--- config.mk ---
export PLATFORM = sky130hd
export DESIGN_NAME = sensor_frame_decimal_parser
export DESIGN_NICKNAME = d
export VERILOG_FILES = /design/src/rtl/core/sfdp_pkg.sv /design/src/rtl/core/sfdp_framer.sv /design/src/rtl/core/sfdp_divider.sv /design/src/rtl/core/sfdp_result.sv /design/src/rtl/core/sensor_frame_decimal_parser.sv
export SDC_FILE = /design/constraint.sdc
export NUM_CORES = 1
export LEC_CHECK = 0
export ABC_AREA = 1
export BUFFER_PORTS_ARGS = -buffer_cell sky130_fd_sc_hd__buf_2
export CAP_MARGIN = 20
export CORE_ASPECT_RATIO = 1.4
export CORE_MARGIN = 5
export CORE_UTILIZATION = 60
export CTS_CLUSTER_DIAMETER = 100
export CTS_CLUSTER_SIZE = 8
export DETAILED_ROUTE_END_ITERATION = 10
export PLACE_DENSITY = 0.77
export RECOVER_POWER = 50
export SYNTH_ARGS = -nofsm -noshare
export SYNTH_HDL_FRONTEND = slang
export SYNTH_SLANG_ARGS = --single-unit
--- constraint.sdc ---
create_clock -name clk_i -period 13.3 [get_ports clk_i]
set_input_delay 1.995 -clock clk_i [delete_from_list [all_inputs] [get_ports clk_i]]
set_output_delay 1.995 -clock clk_i [all_outputs]
set_load 0.01 [all_outputs]
--- src/rtl/core/sfdp_pkg.sv ---
// Package for the sensor frame decimal parser: sync and index codes,
// reciprocal constants and the structs passed between stages. No dependencies.
package sfdp_pkg;

  localparam logic [7:0] SYNC_FIRST  = 8'h42;
  localparam logic [7:0] SYNC_SECOND = 8'h4d;

  localparam logic [1:0] PHASE_HUNT    = 2'd0;
  localparam logic [1:0] PHASE_SYNC2   = 2'd1;
  localparam logic [1:0] PHASE_PAYLOAD = 2'd2;

  localparam logic [2:0] IDX_SCALE = 3'd3;
  localparam logic [2:0] IDX_HIGH  = 3'd4;
  localparam logic [2:0] IDX_LOW   = 3'd5;
  localparam logic [2:0] IDX_LAST  = 3'd7;

  localparam logic [7:0] SCALE_X1    = 8'd1;
  localparam logic [7:0] SCALE_X10   = 8'd2;
  localparam logic [7:0] SCALE_X100  = 8'd3;
  localparam logic [7:0] SCALE_X1000 = 8'd4;

  // floor(x / d) = (x * RECIP) >> SHIFT, exact for any 16-bit x
  localparam logic [32:0] RECIP10   = 33'd52429;
  localparam logic [32:0] RECIP100  = 33'd83887;
  localparam logic [32:0] RECIP1000 = 33'd67109;

  typedef struct packed {
    logic [15:0] raw;
    logic [7:0]  scale;
  } frame_t;

  typedef struct packed {
    logic [15:0] raw;
    logic [7:0]  scale;
    logic [12:0] q10;
    logic [9:0]  q100;
    logic [6:0]  q1000;
  } quot_t;

  typedef struct packed {
    logic advance;
  } stage_ctl_t;

endpackage

--- src/rtl/core/sfdp_framer.sv ---
// Sync hunt and payload capture for the sensor frame decimal parser.
// Depends on sfdp_pkg; flags the transfer of the last payload byte.
module sfdp_framer (
  input  logic            clk_i,
  input  logic            rst_ni,
  input  logic            accept_i,
  input  logic [7:0]      rx_byte_i,
  output logic            done_o,
  output sfdp_pkg::frame_t frame_o
);
  import sfdp_pkg::*;

  logic [1:0] phase_q, phase_d;
  logic [2:0] count_q, count_d;
  logic [7:0] scale_q, high_q, low_q;

  always_comb begin
    phase_d = phase_q;
    count_d = count_q;
    done_o  = 1'b0;
    if (accept_i) begin
      case (phase_q)
        PHASE_SYNC2: begin
          phase_d = (rx_byte_i == SYNC_SECOND) ? PHASE_PAYLOAD : PHASE_HUNT;
          count_d = 3'd0;
        end
        PHASE_PAYLOAD: begin
          if (count_q == IDX_LAST) begin
            phase_d = PHASE_HUNT;
            count_d = 3'd0;
            done_o  = 1'b1;
          end else begin
            count_d = count_q + 3'd1;
          end
        end
        default: begin
          phase_d = (rx_byte_i == SYNC_FIRST) ? PHASE_SYNC2 : PHASE_HUNT;
          count_d = 3'd0;
        end
      endcase
    end
  end

  always_ff @(posedge clk_i or negedge rst_ni) begin
    if (!rst_ni) begin
      phase_q <= PHASE_HUNT;
      count_q <= 3'd0;
    end else begin
      phase_q <= phase_d;
      count_q <= count_d;
    end
  end

  always_ff @(posedge clk_i) begin
    if (accept_i && phase_q == PHASE_PAYLOAD) begin
      if (count_q == IDX_SCALE) scale_q <= rx_byte_i;
      if (count_q == IDX_HIGH)  high_q  <= rx_byte_i;
      if (count_q == IDX_LOW)   low_q   <= rx_byte_i;
    end
  end

  assign frame_o.raw   = {high_q, low_q};
  assign frame_o.scale = scale_q;

endmodule

--- src/rtl/core/sfdp_divider.sv ---
// Quotient stage: divides the reading by 10, 100 and 1000 with reciprocals.
// Depends on sfdp_pkg; holds one frame until the result stage takes it.
module sfdp_divider (
  input  logic                 clk_i,
  input  logic                 rst_ni,
  input  logic                 load_i,
  input  sfdp_pkg::frame_t     frame_i,
  input  logic                 out_free_i,
  output logic                 ready_o,
  output sfdp_pkg::stage_ctl_t ctl_o,
  output sfdp_pkg::quot_t      quot_o
);
  import sfdp_pkg::*;

  logic        valid_q, valid_d;
  quot_t       quot_q;
  logic [32:0] p10, p100, p1000;

  assign p10   = {17'd0, frame_i.raw} * RECIP10;
  assign p100  = {17'd0, frame_i.raw} * RECIP100;
  assign p1000 = {17'd0, frame_i.raw} * RECIP1000;

  assign ctl_o.advance = valid_q && out_free_i;
  assign ready_o       = !valid_q || out_free_i;

  always_comb begin
    valid_d = valid_q;
    if (ctl_o.advance) valid_d = 1'b0;
    if (load_i)        valid_d = 1'b1;
  end

  always_ff @(posedge clk_i or negedge rst_ni) begin
    if (!rst_ni) begin
      valid_q <= 1'b0;
    end else begin
      valid_q <= valid_d;
    end
  end

  always_ff @(posedge clk_i) begin
    if (load_i) begin
      quot_q.raw   <= frame_i.raw;
      quot_q.scale <= frame_i.scale;
      quot_q.q10   <= p10[31:19];
      quot_q.q100  <= p100[32:23];
      quot_q.q1000 <= p1000[32:26];
    end
  end

  assign quot_o = quot_q;

endmodule

--- src/rtl/core/sfdp_result.sv ---
// Result stage: selects whole part and hundredths, saturates, repeats on
// an unknown scale code. Depends on sfdp_pkg; owns the output register.
module sfdp_result (
  input  logic                 clk_i,
  input  logic                 rst_ni,
  input  sfdp_pkg::stage_ctl_t ctl_i,
  input  sfdp_pkg::quot_t      quot_i,
  input  logic                 out_ready_i,
  output logic                 out_free_o,
  output logic                 out_valid_o,
  output logic [7:0]           integer_part_o,
  output logic [6:0]           hundredths_o,
  output logic                 saturated_o,
  output logic [15:0]          raw_reading_o,
  output logic                 scale_known_o
);
  import sfdp_pkg::*;

  logic        out_valid_q, out_valid_d;
  logic [7:0]  last_integer_q;
  logic [6:0]  last_hundredths_q;
  logic        last_saturated_q;
  logic [15:0] raw_reading_q;
  logic        scale_known_q;

  logic        known;
  logic [15:0] whole;
  logic [15:0] frac;

  always_comb begin
    known = 1'b1;
    whole = quot_i.raw;
    frac  = 16'd0;
    case (quot_i.scale)
      SCALE_X1: begin
        whole = quot_i.raw;
        frac  = 16'd0;
      end
      SCALE_X10: begin
        whole = {3'd0, quot_i.q10};
        frac  = (quot_i.raw - {3'd0, quot_i.q10} * 16'd10) * 16'd10;
      end
      SCALE_X100: begin
        whole = {6'd0, quot_i.q100};
        frac  = quot_i.raw - {6'd0, quot_i.q100} * 16'd100;
      end
      SCALE_X1000: begin
        whole = {9'd0, quot_i.q1000};
        frac  = {3'd0, quot_i.q10} - {9'd0, quot_i.q1000} * 16'd100;
      end
      default: known = 1'b0;
    endcase
  end

  assign out_free_o = !out_valid_q || out_ready_i;

  always_comb begin
    out_valid_d = out_valid_q;
    if (out_ready_i)   out_valid_d = 1'b0;
    if (ctl_i.advance) out_valid_d = 1'b1;
  end

  always_ff @(posedge clk_i or negedge rst_ni) begin
    if (!rst_ni) begin
      out_valid_q       <= 1'b0;
      last_integer_q    <= 8'd0;
      last_hundredths_q <= 7'd0;
      last_saturated_q  <= 1'b0;
    end else begin
      out_valid_q <= out_valid_d;
      if (ctl_i.advance && known) begin
        last_integer_q    <= (whole > 16'd255) ? 8'd255 : whole[7:0];
        last_saturated_q  <= (whole > 16'd255);
        last_hundredths_q <= frac[6:0];
      end
    end
  end

  always_ff @(posedge clk_i) begin
    if (ctl_i.advance) begin
      raw_reading_q <= quot_i.raw;
      scale_known_q <= known;
    end
  end

  assign out_valid_o    = out_valid_q;
  assign integer_part_o = last_integer_q;
  assign hundredths_o   = last_hundredths_q;
  assign saturated_o    = last_saturated_q;
  assign raw_reading_o  = raw_reading_q;
  assign scale_known_o  = scale_known_q;

endmodule

--- src/rtl/core/sensor_frame_decimal_parser.sv ---
// Top level of the sensor frame decimal parser: framer, quotient stage and
// result stage. Depends on sfdp_pkg, sfdp_framer, sfdp_divider, sfdp_result.
//
//   channel  | handshake              | payload
//   ---------+------------------------+---------------------------------------
//   input    | in_valid_i, in_ready_o | rx_byte_i
//   output   | out_valid_o, out_ready_i | integer_part_o, hundredths_o,
//            |                        | saturated_o, raw_reading_o, scale_known_o
//
// One byte per cycle while in_ready_o is high; a frame is ten bytes at the least.
// The quotient register loads at the edge that transfers the last payload byte;
// the result register then takes the result once it is free.
// in_ready_o drops only while both the quotient and result registers are full
// and out_ready_i is low.
// Reset clears the sync hunt, payload count and last values to zero.
module sensor_frame_decimal_parser (
  input  logic        clk_i,
  input  logic        rst_ni,
  input  logic        in_valid_i,
  output logic        in_ready_o,
  input  logic [7:0]  rx_byte_i,
  output logic        out_valid_o,
  input  logic        out_ready_i,
  output logic [7:0]  integer_part_o,
  output logic [6:0]  hundredths_o,
  output logic        saturated_o,
  output logic [15:0] raw_reading_o,
  output logic        scale_known_o
);
  import sfdp_pkg::*;

  logic       accept;
  logic       done;
  logic       out_free;
  frame_t     frame;
  quot_t      quot;
  stage_ctl_t ctl;

  assign accept = in_valid_i && in_ready_o;

  sfdp_framer u_framer (
    .clk_i     (clk_i),
    .rst_ni    (rst_ni),
    .accept_i  (accept),
    .rx_byte_i (rx_byte_i),
    .done_o    (done),
    .frame_o   (frame)
  );

  sfdp_divider u_divider (
    .clk_i      (clk_i),
    .rst_ni     (rst_ni),
    .load_i     (done),
    .frame_i    (frame),
    .out_free_i (out_free),
    .ready_o    (in_ready_o),
    .ctl_o      (ctl),
    .quot_o     (quot)
  );

  sfdp_result u_result (
    .clk_i          (clk_i),
    .rst_ni         (rst_ni),
    .ctl_i          (ctl),
    .quot_i         (quot),
    .out_ready_i    (out_ready_i),
    .out_free_o     (out_free),
    .out_valid_o    (out_valid_o),
    .integer_part_o (integer_part_o),
    .hundredths_o   (hundredths_o),
    .saturated_o    (saturated_o),
    .raw_reading_o  (raw_reading_o),
    .scale_known_o  (scale_known_o)
  );

endmodule

==> results by stage, run 1 <==
Synthesis:
- By count the netlist is led by 523 x sky130_fd_sc_hd__inv_1, 382 x sky130_fd_sc_hd__ha_1, 347 x sky130_fd_sc_hd__nand2_1, 221 x sky130_fd_sc_hd__fa_1, 119 x sky130_fd_sc_hd__nor2_1.
- In the synthesized netlist the dominant register cell turns out to be sky130_fd_sc_hd__edfxtp_1.
- In this run, synthesis inferred 95 flip-flops with an integrated enable.
- During synthesis, Yosys emitted a total of 0 warnings.
- The largest area contributor in the synthesized netlist is sky130_fd_sc_hd__ha_1.
- The most common cell in the netlist is sky130_fd_sc_hd__inv_1.
- The synthesized flop and latch total is 118.
- Sequential elements use a little under a fifth of the synthesized area.
- The count of cell types in the netlist is 41.
- Ranked by total cell area, the synthesized netlist is headed by sky130_fd_sc_hd__ha_1 26%, sky130_fd_sc_hd__fa_1 24%, sky130_fd_sc_hd__edfxtp_1 15%.
- The average instance in the mapped netlist occupies roughly 8.8 um^2.
- The post-synthesis net count is 2723.
- The top cell type by area accounts for around a quarter of the synthesized area.
- The synthesized netlist occupies a cell area of approximately 19000 um^2.
- The async set-reset flop share out of synthesis is between 15 and 20%.
- The cell count after synthesis came out at about 2.1k.

Route:
- For this run, the detailed router's first-pass iteration total came to 5.
- In the final routed layout, each cell accounts on average for between 15 and 20 um.
- The via count of the routed design is roughly 14k.
- The count of unresolved DRC violations after routing is 0.
- Wires add up to between 50000 and 60000 um.
- The number of antenna-violating nets in the routed design is 0.
- In the routed layout, each cell is associated on average with a via count of about 5.6.
- The number of DRC markers in iteration 0 is about 900.

Timing:
- The minimum hold slack is slightly above 400 ps.
- For the finished layout, the period the worst path requires is between 6000 and 7000 ps.
- Across the routed clock network, the largest skew measured is between 20 and 25 ps.
- At the pin with the least slew margin, the transition time is between 1500 and 2000 ps.
- After layout, the worst path uses roughly 51% of the clock period.
- The total count of hold-check failures in the final report is 0.
- The peak clock frequency supported by timing is 0.147 GHz.
- The total of endpoints with negative setup slack in the final report is 0.
- Setup repair after global routing left no endpoint under its margin.
- The total count of max-transition violations in the final report is 20.
- The post-route setup TNS is 0 ps.
- The relative slew slack is -9.82%.

Setup path:
- The register-to-register path setup slack is roughly 6500 ps.
- Broken down by cell family, the worst path's largest delay share belongs to adder cells.
- The element type at the critical path start is a flip-flop.
- The endpoint type of the worst setup path is a flip-flop.
- In this design, the stage delay of the slowest critical-path cell is around 870 ps.
- In this run the critical register-to-register path is captured at u_divider.quot_o[14]$_DFFE_PP_.
- The critical path required time is 13490 ps.
- The signal on the critical path passes through clkbuf_1 -> inv_1 -> ha_1 -> inv_1 -> fa_1 -> inv_1 -> fa_1 -> inv_1 -> fa_1 -> fa_1 -> inv_1 -> fa_1 -> inv_1 -> ha_1 -> a21oi_1 -> o21ai_0 -> nand2_1 -> a21oi_1 -> nor3_1 -> nand3_1 -> nand2_1.
- The data arrival time at the worst-slack endpoint is around 7000 ps.
- The kind of critical path is reg2reg.
- In this run the critical register-to-register path is launched from u_framer.low_q[5]$_DFFE_PP_.
- The worst-path cell with the longest stage delay is sky130_fd_sc_hd__clkbuf_1.
- The combined buffer and inverter count along the critical path is 7.
- Of all nets on the critical path, the largest fanout is 12.
- Counting stages on the worst path, the most repeated cell is sky130_fd_sc_hd__inv_1.
- Counting cells, the worst reg-to-reg path comes to 21.

Power and ir drop:
- The power per unit of standard cell area is between 40 and 50 nW/um^2.
- The peak supply drop is 0.0000671 V.
- The static leakage is approximately 0.011 uW.

Floorplanning:
- The core region is roughly 30000 um^2.
- The floorplan step set the die width to between 150 and 200 um.
- The die covers 34700 um^2.
- The floorplan step set the die height to 219 um.
- The initial cell density of the core is about three fifths.
- The total I/O pin count is 47.
- The number of rows in the core area is 76.

Hold path:
- The type of the worst min-delay path is reg2reg.
- The startpoint identified for the worst hold timing path is u_framer.scale_q[2]$_DFFE_PP_.
- The worst hold path passes through 0 cells.
- The path with the worst hold slack has its endpoint at u_divider.quot_o[32]$_DFFE_PP_.

GRT:
- The first global-routing pass estimated just over 80000 um of wire.
- Global routing used a little under a third of the available tracks across all layers.
- The leftover overflow at the end of global routing is 0.
- The via count of the first global-routing pass was 15.7k.
- The initial antenna violation count was 0.
- The maximum number of pins on one net before global-route repair is between 50 and 60.

CTS:
- The clock root buffer master is sky130_fd_sc_hd__clkbuf_16.
- Clock tree synthesis inserted a total of 17 buffers.
- After clock tree synthesis, the repair step resized 0 gates.
- Counting along the longest clock path gives a buffer depth of 2.
- Clock-pin slew was measured on the worst setup and hold paths at ~60 ps.
- For the worst-skew pair, the clock arrives at the later sink with an insertion delay of 450 ps.
- The clock drives about 120 sinks.
- The H-tree generated during clock tree synthesis spans 4 levels.
- TritonCTS built the clock tree.
- In this run the post-CTS setup repair buffer count came out at 0.
- The number of buffers added to fix hold violations after cts is 0.

Run status:
- The final reports fail on max-capacitance violations, max-slew violations.
- The run finished, with violations left.

Placed design:
- The number of I/O port buffers is 46.
- The HPWL reported at the end of detailed placement is approximately 44000 um.
- The placer congestion estimate is roughly 1.0.
- Including well taps, the total number of placed cells is approximately 2.6k.

Finish:
- Cells with a size suffix above 1 make up between 3 and 4% of the layout.
- The final-stage net count is 2796.
- The area growth from synthesis to layout is 6.93%.
- The post-layout instance count excluding filler cells is about 2.6k.
- The count of fill cells added during filler insertion is between 2k and 3k.
- The antenna diode count is 0.

Flow run:
- The max capacitance violation total is 1.
[layout make-up]
cell class | instances | area, um^2 | area share [%]
clock inverters | 14 | 141 | 0.709
well taps | 390 | 488 | 2.45
repair buffers | 56 | 239 | 1.20
multi-input cells | 1463 | 13200 | 66.4
clock buffers | 18 | 429 | 2.15
flip-flops and latches | 118 | 3430 | 17.2
inverters | 525 | 1970 | 9.89
[report_power, final]
part | internal, uW | switching (uW)
combinational | 1.13 | 4.75
sequential | 395 | 0.00872
clock | 263 | 204
total | 659 | 209
[layout by cell type (no fill, tap or decap), types with 4 or more instances in the layout]
| master | n |
|---|---|
| sky130_fd_sc_hd__inv_1 | 523 |
| sky130_fd_sc_hd__ha_1 | 382 |
| sky130_fd_sc_hd__nand2_1 | 348 |
| sky130_fd_sc_hd__fa_1 | 221 |
| sky130_fd_sc_hd__nor2_1 | 118 |
| sky130_fd_sc_hd__edfxtp_1 | 95 |
| sky130_fd_sc_hd__a21oi_1 | 91 |
| sky130_fd_sc_hd__nand3_1 | 88 |
| sky130_fd_sc_hd__o21ai_0 | 50 |
| sky130_fd_sc_hd__clkbuf_1 | 40 |
| sky130_fd_sc_hd__nor3_1 | 23 |
| sky130_fd_sc_hd__dfrtp_1 | 23 |
| sky130_fd_sc_hd__a21o_1 | 18 |
| sky130_fd_sc_hd__nand4_1 | 17 |
| sky130_fd_sc_hd__clkbuf_16 | 17 |
| sky130_fd_sc_hd__buf_2 | 14 |
| sky130_fd_sc_hd__a31oi_1 | 12 |
| sky130_fd_sc_hd__xor2_1 | 10 |
| sky130_fd_sc_hd__xnor2_1 | 10 |
| sky130_fd_sc_hd__o21bai_1 | 9 |
| sky130_fd_sc_hd__or2_2 | 8 |
| sky130_fd_sc_hd__a21boi_0 | 7 |
| sky130_fd_sc_hd__o21ai_1 | 7 |
| sky130_fd_sc_hd__o22ai_1 | 6 |
| sky130_fd_sc_hd__inv_6 | 6 |
| sky130_fd_sc_hd__o211ai_1 | 4 |
| sky130_fd_sc_hd__o21a_1 | 4 |
| sky130_fd_sc_hd__nor4_1 | 4 |
| sky130_fd_sc_hd__nor2_2 | 4 |
| sky130_fd_sc_hd__clkinv_4 | 4 |
[flip-flops by register name (all words and copies together), names as in the netlist]
register                 count
u_divider.valid_q            1
u_framer.high_q              8
u_divider.quot_o            54
u_result.scale_known_o       1
u_framer.count_q             3
u_framer.low_q               8
u_result.raw_reading_o      16
u_result.saturated_o         1
u_framer.scale_q             8
u_result.out_valid_o         1
u_framer.phase_q             2
u_result.hundredths_o        7
u_result.integer_part_o      8
[metrics by stage]
stage	worst slack, ps	util [%]	total power (uW)	area (um^2)
2_1_floorplan	8010	-	404	18600
3_3_place_gp	7290	63.3	409	19400
3_5_place_dp	7200	63.3	409	19400
4_1_cts	7190	65.1	869	20000
5_1_grt	6280	64.9	885	19900
6_report	6500	64.9	868	19900
[metal layers]
layer  track usage (%)  routed length [um]  share of wire (%)
met1              32.2               18000                 35
met2              56.2               26600                 52
met3              3.36                2500                4.9
met4              20.1                4090                8.0
met5                 0                   0                  0
[worst max-delay path by stage]
stage,to,start,cells after the start
floorplan,u_divider.quot_o[12]$_DFFE_PP_,u_framer.high_q[6]$_DFFE_PP_,20
detailed placement,u_divider.quot_o[25]$_DFFE_PP_,u_framer.low_q[1]$_DFFE_PP_,17
global placement,u_divider.quot_o[11]$_DFFE_PP_,u_framer.high_q[6]$_DFFE_PP_,19
CTS,u_divider.quot_o[25]$_DFFE_PP_,u_framer.low_q[1]$_DFFE_PP_,17
finish,u_divider.quot_o[14]$_DFFE_PP_,u_framer.low_q[5]$_DFFE_PP_,21
global route,u_divider.quot_o[10]$_DFFE_PP_,u_framer.low_q[5]$_DFFE_PP_,21
[cell families (layout without fill, tap and decap cells)]
family | Yosys count | count (layout) | synth area share [%]
AO/OA/AOI/OAI | 212 | 212 | 6.46
XOR/XNOR | 20 | 20 | 0.940
adder cells (fa/ha/maj) | 603 | 603 | 49.4
buffers and inverters | 527 | 613 | 10.6
flip-flops | 118 | 118 | 18.4
AND/OR/NAND/NOR | 628 | 628 | 14.2
Power figures use the tool's default switching activity.
==> run 2: changes to the inputs <==
clock period = 6.75 ns   (was 13.3 ns; I/O delays follow)
==> results by stage, run 2 (synthesis results as in run 1) <==
Run status:
- The flow ran to the end, but the final reports show violations.
- The checks that failed: design-rule violations, max-capacitance violations, max-slew violations.

CTS:
- After clock tree synthesis, the setup repair step added 0 buffers.
- The longest clock path from root to sink contains 2 buffers.
- The tree is rooted in a sky130_fd_sc_hd__clkbuf_16.
- The CTS sink count is ~120.
- In this run, CTS created clock tree buffers numbering 17.
- The post-CTS resize count is 0.
- Clock-pin slew was measured on the worst setup and hold paths at 70 ps.
- The count of H-tree levels built during CTS is 4.
- The number of buffers added to fix hold violations after cts is 0.
- The later pin in the worst-skew pair is clocked with a latency of 430 ps.
- TritonCTS built the clock tree.

Placed design:
- The HPWL reported at the end of detailed placement is approximately 45000 um.
- OpenSTA, run right after detailed placement, puts the worst setup slack at 854 ps.
- The placed cell count is approximately 2.6k.
- The placer congestion estimate is about 1.0.
- In this run the tool buffered the top-level ports with 46 buffer cells.
- In this run the cell area measured after placement is between 15000 and 20000 um^2.

GRT:
- In the global route stage, overall resource usage came out at a little under a third.
- The first global-routing pass estimated 83000 um of wire.
- Entering global routing, the biggest net connects 55 pins.
- The leftover overflow at the end of global routing is 0.
- The via count of the first global-routing pass came to roughly 16k.
- The initial antenna violation count is 0.

Route:
- The count of unresolved DRC violations after routing is 2.
- The final layout contains routed wiring with a total length of 51700 um.
- The first-pass iteration count of the detailed router is 8.
- The number of DRC markers in iteration 0 is 833.
- Using the TritonRoute via totals, the vias-per-cell ratio works out to about 5.6.
- The detailed router placed between 10k and 15k vias in this run.
- The average wire per standard cell is between 15 and 20 um.
- The number of antenna-violating nets in the routed design is 0.

Finish:
- In the layout the commonest cells are 523 x sky130_fd_sc_hd__inv_1, 382 x sky130_fd_sc_hd__ha_1, 348 x sky130_fd_sc_hd__nand2_1, 221 x sky130_fd_sc_hd__fa_1, 118 x sky130_fd_sc_hd__nor2_1.
- The area growth from synthesis to layout is 7.34%.
- The final-stage net count is ~2.8k.
- The flip-flop count of the largest register, all copies and words added is 54.
- The share of cells above drive strength 1 is under 10%.
- The post-layout instance count excluding filler cells is between 2k and 3k.
- The finished cells cover between 20000 and 25000 um^2.
- The commonest non-fill, non-tap cell in the layout is sky130_fd_sc_hd__inv_1.
- The antenna diode count is 0.

Power and ir drop:
- Summed over all nets, the switching power comes to slightly below 400 uW.
- The peak supply drop is 0.000166 V.
- The switching share of power is ~23%.
- In this run the power density over the cells is between 80 and 90 nW/um^2.
- After layout, the design draws a total of between 1500 and 2000 uW.
- The total internal power is 1330 uW.
- The portion of total power attributed to sequential cells is between 40 and 50%.
- The clock network burns 54.2% of the power.
- In this run, the combinational gates consume 0.7% of the power.
- For this design the static power due to leakage is between 0.01 and 0.015 uW.

Timing:
- The worst path uses 90.6% of the clock period.
- Setup total negative slack on the finished layout was measured at 0 ps.
- At the pin with the least slew margin, the transition time is between 1500 and 2000 ps.
- Headroom to the max-slew limit came out at -4.23%.
- Setup repair after global routing left no endpoint under its margin.
- Between clock sinks in the finished design, the worst skew comes to between 15 and 20 ps.
- The clock period could shrink to slightly above 6000 ps.
- The total count of hold-check failures in the final report is 0.
- The total count of max-transition violations in the final report is 19.
- The final worst-path setup slack is around 640 ps.
- Setup violations remaining at the end of the flow were counted as 0.
- For this run, the top clock speed supported by timing is between 0.15 and 0.2 GHz.

Floorplanning:
- The initial cell density of the core is slightly above 60%.
- For this design the top-level I/O count stands at 47.
- The number of rows in the core area is 76.
- The die is 219 um tall.
- The die area is between 30000 and 40000 um^2.
- In this run the horizontal extent of the chip is roughly 160 um.
- The region available for standard cell placement spans between 30000 and 40000 um^2.

Setup path:
- The most critical setup path has its startpoint at u_framer.low_q[5]$_DFFE_PP_.
- The signal on the critical path passes through clkbuf_1 -> ha_1 -> inv_1 -> fa_1 -> fa_1 -> inv_1 -> fa_1 -> fa_1 -> inv_1 -> fa_1 -> inv_1 -> ha_1 -> a21o_1 -> a21oi_1 -> a21boi_0 -> o21ai_0 -> nand2_1 -> nand2_1 -> nand2_1 -> nand2_1.
- The startpoint identified for the worst register-to-register timing path is u_framer.low_q[5]$_DFFE_PP_.
- The endpoint type of the worst setup path is a flip-flop.
- The cell that appears most often on the critical path is sky130_fd_sc_hd__fa_1.
- The critical path required time is roughly 7000 ps.
- The gate family responsible for the most delay along the worst path is adder cells.
- Together, buffers and inverters on the worst path number 5.
- The maximum single-stage delay on the critical path is 560 ps.
- The data arrival time at the worst-slack endpoint is 6290 ps.
- STA classifies the critical path startpoint as a flip-flop.
- The setup path with the least slack is of type reg2reg.
- The largest fanout on the critical path is 7.
- The worst-path cell with the longest stage delay is sky130_fd_sc_hd__clkbuf_1.

Hold path:
- In this run the worst hold path is classified as reg2reg.
- The startpoint of the worst hold path is u_framer.scale_q[0]$_DFFE_PP_.

Flow run:
- The max capacitance violation total is 1.
[run 2: cell type report]
cell class / count / area, um^2
clock buffer: 17 / 425
multi-input combinational: 1463 / 13200
sequential: 118 / 3430
inverter: 525 / 1970
clock inverter: 15 / 169
timing repair buffer: 65 / 292
fill: 2627 / 10700
tap: 390 / 488
[run 2: final timing paths]
| path | endpoint | cells past startpoint | slack (ps) |
|---|---|---|---|
| setup / recovery | u_divider.quot_o[15]$_DFFE_PP_ | 20 | 640 |
| max in group asynchronous | u_result.hundredths_o[6]$_DFFE_PN0P_ | 1 | 5120 |
| hold / removal | u_divider.quot_o[30]$_DFFE_PP_ | 0 | 410 |
| setup reg to reg | u_divider.quot_o[15]$_DFFE_PP_ | 20 | 640 |
| hold reg to reg | u_divider.quot_o[30]$_DFFE_PP_ | 0 | 410 |
| min in group asynchronous | u_result.integer_part_o[5]$_DFFE_PN0P_ | 1 | 850 |
[run 2: layer usage]
metal | up-vias | share of wire [%] | track usage [%]
met2 | 505 | 51 | 55.8
met3 | 190 | 4.7 | 3.66
met1 | 7008 | 36 | 33.4
li1 | 6880 | - | -
met4 | 0 | 7.9 | 19.6
met5 | - | 0 | 0
[run 2: through the flow]
step / utilization (%) / hold slack [ps]
final: 65.1 / 405
after global routing: 65.1 / 419
after CTS: 65.4 / 406
after detailed placement: 63.5 / 405
after global placement: 63.5 / 404
after floorplan: - / 400
[run 2: power by group through the flow]
stage	combinational, uW	sequential (uW)	clock (uW)
finish	12.1	779	938
detailed placement	12.7	794	0
floorplan	2.00	794	0
global placement	12.7	794	0
CTS	13.0	779	941
global route	13.0	779	971
